## src/sv/egbw_pkg.sv

```systemverilog
// Shared types and constants for the Exp-Golomb bit writer.
`timescale 1ns / 1ps
`default_nettype none

package egbw_pkg;

  // Request type codes as they arrive on the input channel.
  localparam logic [2:0] REQ_RAW   = 3'd0;
  localparam logic [2:0] REQ_UEG   = 3'd1;
  localparam logic [2:0] REQ_SEG   = 3'd2;
  localparam logic [2:0] REQ_FLAG  = 3'd3;
  localparam logic [2:0] REQ_ALIGN = 3'd4;
  localparam logic [2:0] REQ_FLUSH = 3'd5;

  // Packing window: up to seven held bits plus a code of up to 65 bits.
  localparam int unsigned WIN_W = 72;

  // What the packer has to do with a coded request.
  typedef enum logic [1:0] {
    K_BITS,
    K_ALIGN,
    K_FLUSH
  } kind_t;

  // A request reduced to a right-aligned bit string and its length.
  typedef struct packed {
    kind_t       kind;
    logic [32:0] w;
    logic [6:0]  len;
    logic        err;
  } code_t;

endpackage

`default_nettype wire

```

## src/sv/egbw_coder.sv

```systemverilog
// Request coder: maps each request to a bit string and its length over three stages.
`timescale 1ns / 1ps
`default_nettype none

module egbw_coder (
  input  wire logic                clk,
  input  wire logic                rst_n,
  input  wire logic                in_valid,
  output logic                     in_stall,
  input  wire logic [2:0]          in_req_type,
  input  wire logic [31:0]         in_code_value,
  input  wire logic [5:0]          in_code_length,
  input  wire logic signed [31:0]  in_signed_value,
  output logic                     code_valid,
  input  wire logic                code_take,
  output egbw_pkg::code_t          code
);
  import egbw_pkg::*;

  // Index of the highest set bit.
  function automatic logic [5:0] msb_idx(input logic [32:0] v);
    logic [5:0] r;
    r = '0;
    for (int i = 0; i < 33; i++) begin
      if (v[i]) r = 6'(i);
    end
    return r;
  endfunction

  // Stage 1: captured request.
  logic        v1_r;
  logic [2:0]  typ_r;
  logic [31:0] val_r;
  logic [5:0]  len_r;
  logic [31:0] sv_r;

  // Stage 2: mapped code value; stage 3: final code with its length.
  logic        v2_r;
  code_t       c2_r;
  code_t       c2_nxt;
  logic        eg2_r;
  logic        eg2_nxt;
  logic        v3_r;
  code_t       c3_r;
  code_t       c3_nxt;

  logic        s1_rdy;
  logic        s2_rdy;
  logic        s3_rdy;
  logic [5:0]  raw_len;
  logic [31:0] raw_mask;
  logic [31:0] raw_bits;
  logic [31:0] sv_neg;

  assign s3_rdy     = !v3_r || code_take;
  assign s2_rdy     = !v2_r || s3_rdy;
  assign s1_rdy     = !v1_r || s2_rdy;
  assign in_stall   = !s1_rdy;
  assign code_valid = v3_r;
  assign code       = c3_r;

  // Stage 1 to 2: turn the request into a value whose bits are to be written.
  always_comb begin
    raw_len  = (len_r > 6'd32) ? 6'd32 : len_r;
    raw_mask = (raw_len == 6'd32) ? 32'hFFFF_FFFF : ((32'd1 << raw_len[4:0]) - 32'd1);
    raw_bits = val_r & raw_mask;
    sv_neg   = (~sv_r) + 32'd1;
    c2_nxt   = '{kind: K_BITS, w: 33'd0, len: 7'd0, err: 1'b0};
    eg2_nxt  = 1'b0;
    case (typ_r)
      REQ_RAW: begin
        c2_nxt.w   = {1'b0, raw_bits};
        c2_nxt.len = {1'b0, raw_len};
        c2_nxt.err = (raw_bits != val_r);
      end
      REQ_UEG: begin
        c2_nxt.w   = {1'b0, val_r} + 33'd1;
        c2_nxt.err = (val_r == 32'hFFFF_FFFF);
        eg2_nxt    = 1'b1;
      end
      REQ_SEG: begin
        // Zero and negative values map to -2v, so the code value plus one is odd.
        if (sv_r[31] || (sv_r == 32'd0)) begin
          c2_nxt.w = {sv_neg, 1'b1};
        end else begin
          c2_nxt.w = {sv_r, 1'b0};
        end
        eg2_nxt = 1'b1;
      end
      REQ_FLAG: begin
        c2_nxt.w   = {32'd0, val_r[0]};
        c2_nxt.len = 7'd1;
      end
      REQ_ALIGN: c2_nxt.kind = K_ALIGN;
      REQ_FLUSH: c2_nxt.kind = K_FLUSH;
      default: ;
    endcase
  end

  // Stage 2 to 3: an Exp-Golomb code is w in a field of twice its top bit index plus one.
  always_comb begin
    c3_nxt = c2_r;
    if (eg2_r) begin
      c3_nxt.len = {msb_idx(c2_r.w), 1'b1};
    end
  end

  always_ff @(posedge clk) begin
    if (!rst_n) begin
      v1_r <= 1'b0;
      v2_r <= 1'b0;
      v3_r <= 1'b0;
    end else begin
      if (s1_rdy) v1_r <= in_valid;
      if (s2_rdy) v2_r <= v1_r;
      if (s3_rdy) v3_r <= v2_r;
    end
  end

  always_ff @(posedge clk) begin
    if (s1_rdy && in_valid) begin
      typ_r <= in_req_type;
      val_r <= in_code_value;
      len_r <= in_code_length;
      sv_r  <= in_signed_value;
    end
    if (s2_rdy && v1_r) begin
      c2_r  <= c2_nxt;
      eg2_r <= eg2_nxt;
    end
    if (s3_rdy && v2_r) begin
      c3_r <= c3_nxt;
    end
  end

endmodule

`default_nettype wire

```

## src/sv/exp_golomb_bit_writer_top.sv

```systemverilog
// Top level of the Exp-Golomb bit writer: bit packing, byte buffer and result register.
//
//   Channel   Handshake           Payload
//   in        in_valid/in_stall   in_req_type, in_code_value, in_code_length, in_signed_value
//   out       out_valid/out_stall out_byte, out_byte_partial, out_byte_valid,
//                                 out_total_bytes, out_input_error, out_last_result
//
// A request completing n bytes (up to nine) holds the packer while the byte buffer drains them,
// one byte per cycle while the output does not stall; one yielding at most one result does not.
// A request passes the coder stages, the byte buffer and the result register on its way to the port.
// Reset is synchronous and clears the pipeline, the held bits and the byte count.
// A stall on the output holds the result register and backs up through the buffer to in_stall.
`timescale 1ns / 1ps
`default_nettype none

module exp_golomb_bit_writer_top (
  input  wire logic               clk,
  input  wire logic               rst_n,
  input  wire logic               in_valid,
  output logic                    in_stall,
  input  wire logic [2:0]         in_req_type,
  input  wire logic [31:0]        in_code_value,
  input  wire logic [5:0]         in_code_length,
  input  wire logic signed [31:0] in_signed_value,
  output logic                    out_valid,
  input  wire logic               out_stall,
  output logic [7:0]              out_byte,
  output logic                    out_byte_partial,
  output logic                    out_byte_valid,
  output logic [31:0]             out_total_bytes,
  output logic                    out_input_error,
  output logic                    out_last_result
);
  import egbw_pkg::*;

  logic        code_valid;
  logic        code_take;
  code_t       code;

  // Writer state: held bits sit at the top of held_r, the rest are zero.
  logic [2:0]  cnt_r;
  logic [7:0]  held_r;
  logic [31:0] bytes_r;

  // Byte buffer between the packer and the result register.
  logic [WIN_W-1:0] p_win_r;
  logic [3:0]       p_cnt_r;
  logic             p_err_r;
  logic             p_partial_r;
  logic             p_bvalid_r;
  logic [31:0]      p_total_r;

  logic             o_v_r;

  logic [6:0]       pk_len;
  logic [6:0]       pk_tot;
  logic [6:0]       pk_sh;
  logic [WIN_W-1:0] pk_win;
  logic [WIN_W-1:0] pk_rest;
  logic [3:0]       pk_nb;
  logic [3:0]       pk_nres;
  logic             pk_held;
  logic             out_load;
  logic             p_free;
  logic             p_load;

  egbw_coder u_coder (
    .clk             (clk),
    .rst_n           (rst_n),
    .in_valid        (in_valid),
    .in_stall        (in_stall),
    .in_req_type     (in_req_type),
    .in_code_value   (in_code_value),
    .in_code_length  (in_code_length),
    .in_signed_value (in_signed_value),
    .code_valid      (code_valid),
    .code_take       (code_take),
    .code            (code)
  );

  always_comb begin
    pk_held = (cnt_r != 3'd0);
    if (code.kind == K_ALIGN) begin
      pk_len = pk_held ? (7'd8 - {4'd0, cnt_r}) : 7'd0;
    end else begin
      pk_len = code.len;
    end
    pk_tot  = {4'd0, cnt_r} + pk_len;
    pk_sh   = 7'(WIN_W) - pk_tot;
    pk_win  = {held_r, 64'd0} | ({39'd0, code.w} << pk_sh);
    pk_nb   = pk_tot[6:3];
    pk_rest = pk_win << {pk_nb, 3'b000};
    if (code.kind == K_FLUSH) begin
      pk_nres = 4'd1;
    end else if (pk_nb == 4'd0 && code.err) begin
      pk_nres = 4'd1;
    end else begin
      pk_nres = pk_nb;
    end
  end

  assign out_load  = (p_cnt_r != 4'd0) && (!o_v_r || !out_stall);
  assign p_free    = (p_cnt_r == 4'd0) || (p_cnt_r == 4'd1 && out_load);
  // A request that yields no result may pass the packer while the buffer still drains.
  assign code_take = code_valid && (p_free || pk_nres == 4'd0);
  assign p_load    = code_take && (pk_nres != 4'd0);
  assign out_valid = o_v_r;

  always_ff @(posedge clk) begin
    if (!rst_n) begin
      cnt_r   <= 3'd0;
      held_r  <= 8'd0;
      bytes_r <= 32'd0;
      p_cnt_r <= 4'd0;
      o_v_r   <= 1'b0;
    end else begin
      if (code_take) begin
        cnt_r   <= pk_tot[2:0];
        held_r  <= pk_rest[WIN_W-1 -: 8];
        bytes_r <= bytes_r + {28'd0, pk_nb};
      end
      if (p_load) begin
        p_cnt_r <= pk_nres;
      end else if (out_load) begin
        p_cnt_r <= p_cnt_r - 4'd1;
      end
      if (out_load) begin
        o_v_r <= 1'b1;
      end else if (!out_stall) begin
        o_v_r <= 1'b0;
      end
    end
  end

  always_ff @(posedge clk) begin
    if (p_load) begin
      p_win_r <= pk_win;
      p_err_r <= code.err;
      if (code.kind == K_FLUSH) begin
        p_partial_r <= pk_held;
        p_bvalid_r  <= pk_held;
        p_total_r   <= bytes_r + {31'd0, pk_held};
      end else begin
        p_partial_r <= 1'b0;
        p_bvalid_r  <= (pk_nb != 4'd0);
        p_total_r   <= 32'd0;
      end
    end else if (out_load) begin
      p_win_r <= p_win_r << 8;
    end
    if (out_load) begin
      out_byte         <= p_bvalid_r ? p_win_r[WIN_W-1 -: 8] : 8'd0;
      out_byte_partial <= p_partial_r;
      out_byte_valid   <= p_bvalid_r;
      out_total_bytes  <= p_total_r;
      out_input_error  <= p_err_r;
      out_last_result  <= (p_cnt_r == 4'd1);
    end
  end

  a_buf_depth : assert property (@(posedge clk) disable iff (!rst_n)
    p_cnt_r <= 4'd9)
    else $error("byte buffer count beyond nine");

  a_held_clean : assert property (@(posedge clk) disable iff (!rst_n)
    (held_r & (8'hFF >> cnt_r)) == 8'd0)
    else $error("held bits below the fill point are not zero");

  a_count_only : assert property (@(posedge clk) disable iff (!rst_n)
    out_valid && !out_byte_valid |-> out_byte == 8'd0 && !out_byte_partial)
    else $error("count-only result carries a byte");

  a_partial_last : assert property (@(posedge clk) disable iff (!rst_n)
    out_valid && out_byte_partial |-> out_last_result && out_byte_valid)
    else $error("partial byte not the final result of a flush");

  a_total_last : assert property (@(posedge clk) disable iff (!rst_n)
    out_valid && out_total_bytes != 32'd0 |-> out_last_result)
    else $error("byte count shown on a result that is not final");

endmodule

`default_nettype wire
```

## config.mk

```make
export PLATFORM = sky130hd
export DESIGN_NAME = exp_golomb_bit_writer_top
export DESIGN_NICKNAME = d
export VERILOG_FILES = /design/src/sv/egbw_pkg.sv /design/src/sv/egbw_coder.sv /design/src/sv/exp_golomb_bit_writer_top.sv
export SDC_FILE = /design/constraint.sdc
export NUM_CORES = 1
export LEC_CHECK = 0
export BUFFER_PORTS_ARGS = -buffer_cell sky130_fd_sc_hd__buf_2
export CAP_MARGIN = 25
export CORE_MARGIN = 5
export CORE_UTILIZATION = 35
export DETAILED_ROUTE_END_ITERATION = 6
export GPL_ROUTABILITY_DRIVEN = 1
export GPL_TIMING_DRIVEN = 1
export PLACE_DENSITY_LB_ADDON = 0.25
export SLEW_MARGIN = 25
export SYNTH_ARGS = -nofsm -noshare
export SYNTH_HDL_FRONTEND = slang
export SYNTH_SLANG_ARGS = --single-unit
```

## constraint.sdc

```tcl
create_clock -name clk -period 13.5 [get_ports clk]
set_input_delay 2.7 -clock clk [delete_from_list [all_inputs] [get_ports clk]]
set_output_delay 2.7 -clock clk [all_outputs]
set_load 0.1 [all_outputs]
```

[After elaboration in Yosys (flattened, before gate mapping)]
Index checks and enable logic that the tools add are counted.
Storage, ports and cells
  bits in registers: 362
  output and inout port bits: 46
Operators by class
  $add $sub $neg: 9
  order comparisons: 1
  equality and inequality tests: 12
  shift-type cells: 3
  multiplexer cells: 52
  bitwise gates (word level): 3
  reductions and logical operators: 32
Operator list (number)
  $mux W72: 2
  $pmux W33 S4: 1
  $mux W5: 16
  $or A72 B72 Y72: 1
  $shl A33 B7 Y72: 1
  $shl A72 B7 Y72: 1
  $mux W4: 12
  $add A32 B1 Y33 const B: 1
  $mux W33: 1
  $add A32 B1 Y32: 1
  $add A32 B1 Y32 const B: 1
  $add A32 B4 Y32: 1
  $and A32 B32 Y32: 1
  $eq A32 B32 Y1 const B: 1
  $logic_not A32 Y1: 1
  $mux W32: 1
  $ne A32 B32 Y1: 1
  $not A32 Y32: 1
  $shl A1 B5 Y32 const A: 1
  $sub A32 B1 Y32 const B: 1
  $mux W7: 3
  $logic_not A4 Y1: 3
  $mux W3: 4
  $mux W6: 2
  other kinds (26): 53

[Depth between registers and ports, before layout]
  word-level depth: 33
  depth in mapped cells: 23
  depth with buffers taken out: 20

[Modules after synthesis]
From an unflattened synthesis, not the netlist that was laid out.
Unflattened totals
  cells, all modules: 1922
  area, all modules: 20244.4 um2
Modules (own cells, without submodules)
  exp_golomb_bit_writer_top: times used 1, cells an instance 1204, area each 12137.9 um2, seq. area each 5495.3 um2
  egbw_coder: times used 1, cells an instance 718, area each 8106.5 um2, seq. area each 4834.6 um2

[Least setup slack after synthesis]
OpenSTA, ideal clock, no wires.
  path kind: input to register
  start point: in out_stall
  end point: reg u_coder.len_r[0], enable pin
  arrival: 7049 ps
  slack: 5939 ps
  cell stages on the path: 8
  path through: nand2_1 a21o_1 nand2_1 o41ai_4 nor2_1 nand2_1 nor2_1 nor2b_1
On the way
  longest elaborated chain between the ends: 11
Ends and longest elaborated chain
  start: declaration: RTL line exp_golomb_bit_writer_top.sv:26  | input wire logic out_stall,
  $logic_not A1 Y1
  $logic_or A1 B1 Y1: RTL line exp_golomb_bit_writer_top.sv:102  | assign out_load = (p_cnt_r != 4'd0) && (!o_v_r || !out_stall);
  $logic_and A1 B1 Y1: RTL line exp_golomb_bit_writer_top.sv:102
  $logic_and A1 B1 Y1: RTL line exp_golomb_bit_writer_top.sv:103  | assign p_free = (p_cnt_r == 4'd0) || (p_cnt_r == 4'd1 && out_load);
  $logic_or A1 B1 Y1: RTL line exp_golomb_bit_writer_top.sv:103
  $logic_or A1 B1 Y1: RTL line exp_golomb_bit_writer_top.sv:105  | assign code_take = code_valid && (p_free || pk_nres == 4'd0);
  $logic_and A1 B1 Y1: RTL line exp_golomb_bit_writer_top.sv:105
  $logic_or A1 B1 Y1: RTL line egbw_coder.sv:55  | assign s3_rdy = !v3_r || code_take;
  $logic_or A1 B1 Y1: RTL line egbw_coder.sv:56  | assign s2_rdy = !v2_r || s3_rdy;
  $logic_or A1 B1 Y1: RTL line egbw_coder.sv:57  | assign s1_rdy = !v1_r || s2_rdy;
  $logic_and A1 B1 Y1: RTL line egbw_coder.sv:121  | if (s1_rdy && in_valid) begin
  end signal: assignment: RTL line egbw_coder.sv:124  | len_r <= in_code_length;
  end: declaration: RTL line egbw_coder.sv:34  | logic [5:0] len_r;
No other way between the ends.
A chain may end at the register's enable or synchronous reset.

[Final worst setup path]
  start point: reg cnt_r[1]
  end point: out in_stall
On the way
  longest elaborated chain between the ends: 15
  elaborated cells between the ends (all ways): 16
  classes of those cells: 2 x add/sub; 4 x mux; 10 x reduce/logical
Ends and longest elaborated chain
  start: declaration: RTL line exp_golomb_bit_writer_top.sv:41  | logic [2:0] cnt_r;
  start signal: assignment: RTL line exp_golomb_bit_writer_top.sv:118  | cnt_r <= pk_tot[2:0];
  $sub A4 B3 Y5 / $reduce_bool A3 Y1 (equally long branches): RTL line exp_golomb_bit_writer_top.sv:84, exp_golomb_bit_writer_top.sv:82
  $mux W7: RTL line exp_golomb_bit_writer_top.sv:84  | pk_len = pk_held ? (7'd8 - {4'd0, cnt_r}) : 7'd0;
  $mux W7: RTL line exp_golomb_bit_writer_top.sv:83  | if (code.kind == K_ALIGN) begin
  $add A3 B7 Y7 (*): RTL line exp_golomb_bit_writer_top.sv:88  | pk_tot = {4'd0, cnt_r} + pk_len;
  $logic_not A4 Y1: RTL line exp_golomb_bit_writer_top.sv:95  | end else if (pk_nb == 4'd0 && code.err) begin
  $logic_and A1 B1 Y1: RTL line exp_golomb_bit_writer_top.sv:95
  $mux W4 (*): RTL line exp_golomb_bit_writer_top.sv:95
  $mux W4 (*): RTL line exp_golomb_bit_writer_top.sv:93  | if (code.kind == K_FLUSH) begin
  $logic_not A4 Y1 (*): RTL line exp_golomb_bit_writer_top.sv:105
  $logic_or A1 B1 Y1 (*): RTL line exp_golomb_bit_writer_top.sv:105
  $logic_and A1 B1 Y1 (*): RTL line exp_golomb_bit_writer_top.sv:105
  $logic_or A1 B1 Y1 (*): RTL line egbw_coder.sv:55
  $logic_or A1 B1 Y1 (*): RTL line egbw_coder.sv:56
  $logic_or A1 B1 Y1 (*): RTL line egbw_coder.sv:57
  $logic_not A1 Y1 (*): RTL line egbw_coder.sv:58  | assign in_stall = !s1_rdy;
  end: declaration: RTL line exp_golomb_bit_writer_top.sv:20  | output logic in_stall,
Every way passes the cells marked *; elsewhere a longest branch is shown, timed or not.

==> metrics.md <==
| Metric | Value |
|---|---|
| Outcome | completed |
| CTS tree | yes |
| Commonest non-fill, non-tap cells in the layout | edfxtp_1, nand2_1, nor2_1 |
| First DRT Iteration DRCs | 1300 |
| Switch share | 38.1% |
| Arr. time, crit path | 5530 ps |
| Vias in the first global route | 14900 |
| Comb pwr share | 33.1% |
| First-pass GRT wire length | between 80 and 90 mm |
| Clk buf depth | 3 |
| Slew margin rel. | between 20 and 30% |
| Total routed wirelength | between 50 and 60 mm |
| Syn_nets | 2024 |
| DR vias | around 15000 |
| Die area | 61400 sq um |
| Final Hold Vio Count | 0 |
| Slowest CP cell | nor2_1 |
| Max-Cap Viols | 0 |
| Leak | 8.10 nW |
| Die height | approximately 250 microns |
| Peak supply drop | 0.161 mV |
| CTS H-Tree Depth | 2 |
| Clock Skew | 17.1 ps |
| Site Rows | 87 |
| Grt total ovfl | 0 |
| Largest net degree at the start of global routing | 97 |
| Antenna violations before repair | 0 |
| Cell Area, Synth | 19800 sq um |
| Int Power | 2.51 mW |
| Crit-path max FO | 11 |
| Setup Fix Bufs, Post-CTS | 0 |
| Dpl hpwl | 41.3 mm |
| CP Launch Type | register |
| Clock Sinks | 361 |
| Clock slew at reported path FFs | approximately 60 ps |
| Vias per cell | 5.48 |
| Sequential power share | slightly below 40% |
| DR DRC count | 0 |
| Diode count | 0 |
| Fill count | 5596 |
| Sequence of cells on the critical path | inv_1 > ha_1 > ha_1 > o31ai_1 > ha_1 > inv_1 > fa_1 > nor2b_1 > o2111ai_1 > xnor2_1 > nand2_1 > inv_1 > o41ai_4 > nor2_1 > nand2_1 > nor2_1 > buf_2 |
| Hold Slack | 417 ps |
| Root buffer cell | clkbuf_16 |
| Count of different cell masters after synthesis | 92 |
| Slew Viols, Final | 0 |
| PD cells | 180 nW/um^2 |
| WP data required | 10800 ps |
| Fmax | 121 MHz |
| Setup TNS Final | 0 ps |
| Synth Area per Inst | 10.3 sq um |
| GP Congestion | 0.963 |
| Crit share post-route | roughly 60% |
| Most used flip-flop cell after synthesis | edfxtp_1 |
| Delay of the slowest critical-path stage | 520 ps |
| Number of CTS-inserted buffers | 41 |
| Worst-Skew Late Latency | 560 ps |
| Gr usage total | 17.9% |
| Initial Util | roughly a third |
| Total chip power | 4.06 mW |
| Pre-antenna DRT Iters | 5 |
| WL/cell | 20.0 microns |
| Count of final setup violators | 0 |
| RSZ-0062 raised after global routing | false |
| Number of synthesized register bits | 361 |
| FFs w/ async S/R, synth | 0% |
| Crit end category | primary output |
| Core area | 56200 sq um |
| Sequential-to-total area share from yosys stat | 52.2% |
| # nets final | approximately 2100 |
| Post-Synthesis Cells | between 1500 and 2000 |
| Post-cts resize count | 0 |
| Critical path class | reg -> out |
| Clock power frac | roughly 27% |
| IO Port Bufs | about 120 |
| ANT nets after route | 0 |
| Worst-Margin Slew | 1090 ps |
| Number of synthesized flops with an enable pin | 310 |
| Ports | 123 |
| Worst hold path class | reg -> reg |
| Share of layout cells above drive strength 1 | 14.6% |
| Pre-CTS setup slack | 5850 ps |
| Die width | 248 microns |
| Most common cell after layout, fill and taps aside | edfxtp_1 |
| Setup slack after layout | between 5000 and 6000 ps |
| Fin crit period | 8230 ps |
| Synthesis Warnings | 0 |
| Sw power | 1.55 mW |
| Hold-fix buffers, CTS | 0 |
| Syn-to-layout area delta | 13.8% |
power groups by stage:
stage / logic, mW / registers, mW / clock network, mW
after detailed placement: 1.34 / 1.63 / 0
final: 1.34 / 1.61 / 1.11
after floorplan: 0.637 / 2.01 / 0
after CTS: 1.34 / 1.61 / 1.14
after global placement: 1.33 / 1.63 / 0
after global routing: 1.44 / 1.63 / 1.18
per-layer routing:
metal,vias to the layer above,global-route usage (%),part of all wire [%]
li1,7319,-,-
met1,7372,24.4,45
met2,530,29.2,47
met3,107,2.36,5.3
met4,0,6.54,3.3
met5,-,0,0
registers in the layout (all words and copies together) (netlist names), 32 cells and up:
| register | count |
|---|---|
| u_coder.sv_r | 32 |
| p_total_r | 32 |
| p_win_r | 72 |
| bytes_r | 32 |
| u_coder.c2_r | 42 |
| u_coder.val_r | 32 |
| u_coder.code | 43 |
| out_total_bytes | 32 |
path summary, 6_finish.rpt:
path	to	depth (start not counted)	from	slack, ps
setup / recovery	in_stall	17	cnt_r[1]	5270
hold / removal	out_input_error	0	p_err_r	420
setup reg to reg	p_win_r[52]	18	cnt_r[1]	8030
hold reg to reg	out_input_error	0	p_err_r	420
area by class of cell:
type                            instances  area (sq um)  area share, %
Clock buffer                           53          1150           5.12
Clock inverter                         21           198          0.878
Multi-Input combinational cell       1417          8920           39.6
Tap cell                              756           946           4.20
Inverter                               41           154          0.683
Timing Repair Buffer                  148           818           3.63
Sequential cell                       361         10300           45.9
synth_stat cells, types with 6 or more instances:
master | instances | area (sq um)
edfxtp_1 | 310 | 9310
a22oi_1 | 19 | 143
nor2b_1 | 15 | 93.8
clkbuf_1 | 69 | 259
o21ai_0 | 99 | 495
o22ai_1 | 29 | 181
nor3_1 | 45 | 225
xnor2_1 | 40 | 350
ha_1 | 18 | 225
a211oi_1 | 13 | 97.6
o41ai_1 | 7 | 61.3
a221oi_1 | 6 | 52.6
or2_2 | 6 | 37.5
a22o_1 | 8 | 70.1
a21oi_1 | 112 | 561
mux2i_1 | 66 | 661
nand2_1 | 259 | 972
mux4_2 | 19 | 428
o31ai_1 | 30 | 225
nand3_1 | 43 | 215
inv_1 | 37 | 139
o221a_2 | 6 | 67.6
buf_1 | 12 | 45.0
o21ai_1 | 14 | 70.1
or3_1 | 13 | 81.3
mux2_2 | 13 | 146
buf_2 | 25 | 125
a21o_1 | 6 | 45.0
nand2b_1 | 12 | 75.1
o221ai_1 | 13 | 114
o211ai_1 | 12 | 90.1
nand4_1 | 18 | 113
nor4_1 | 20 | 125
a31oi_1 | 27 | 169
nor2_1 | 220 | 826
and3_1 | 33 | 206
dfxtp_1 | 51 | 1020
xor2_1 | 56 | 490
and2_1 | 24 | 150
cell families (layout without fill, tap and decap cells):
logic type	count (synthesis)	count (layout)	share of synthesized area [%]
and+or+nand+nor	743	743	17.3
AOI/OAI and AO/OA	450	450	14.7
DFF	361	361	52.2
buffers and inverters	149	263	3.04
xor gates and xnor gates	104	104	5.02
muxes	100	100	6.43
adders and majority gates	20	20	1.34
metrics by stage:
step,instances,utilization (%),instance area (sq um)
4_1_cts,2796,40.1,22500
5_1_grt,2797,40.1,22500
2_1_floorplan,1927,-,19800
3_3_place_gp,2722,37.6,21100
3_5_place_dp,2722,37.7,21100
6_report,2797,40.1,22500
critical path, delay by kind of cell (launching register included):
kind | cells | cell delay (ps)
compound gates | 3 | 580
xor+xnor | 1 | 170
fa+ha+maj | 4 | 1110
buf+inv | 4 | 1170
flops | 1 | 390
simple gates | 5 | 1550
No activity file was read; power rests on OpenSTA's default activity.
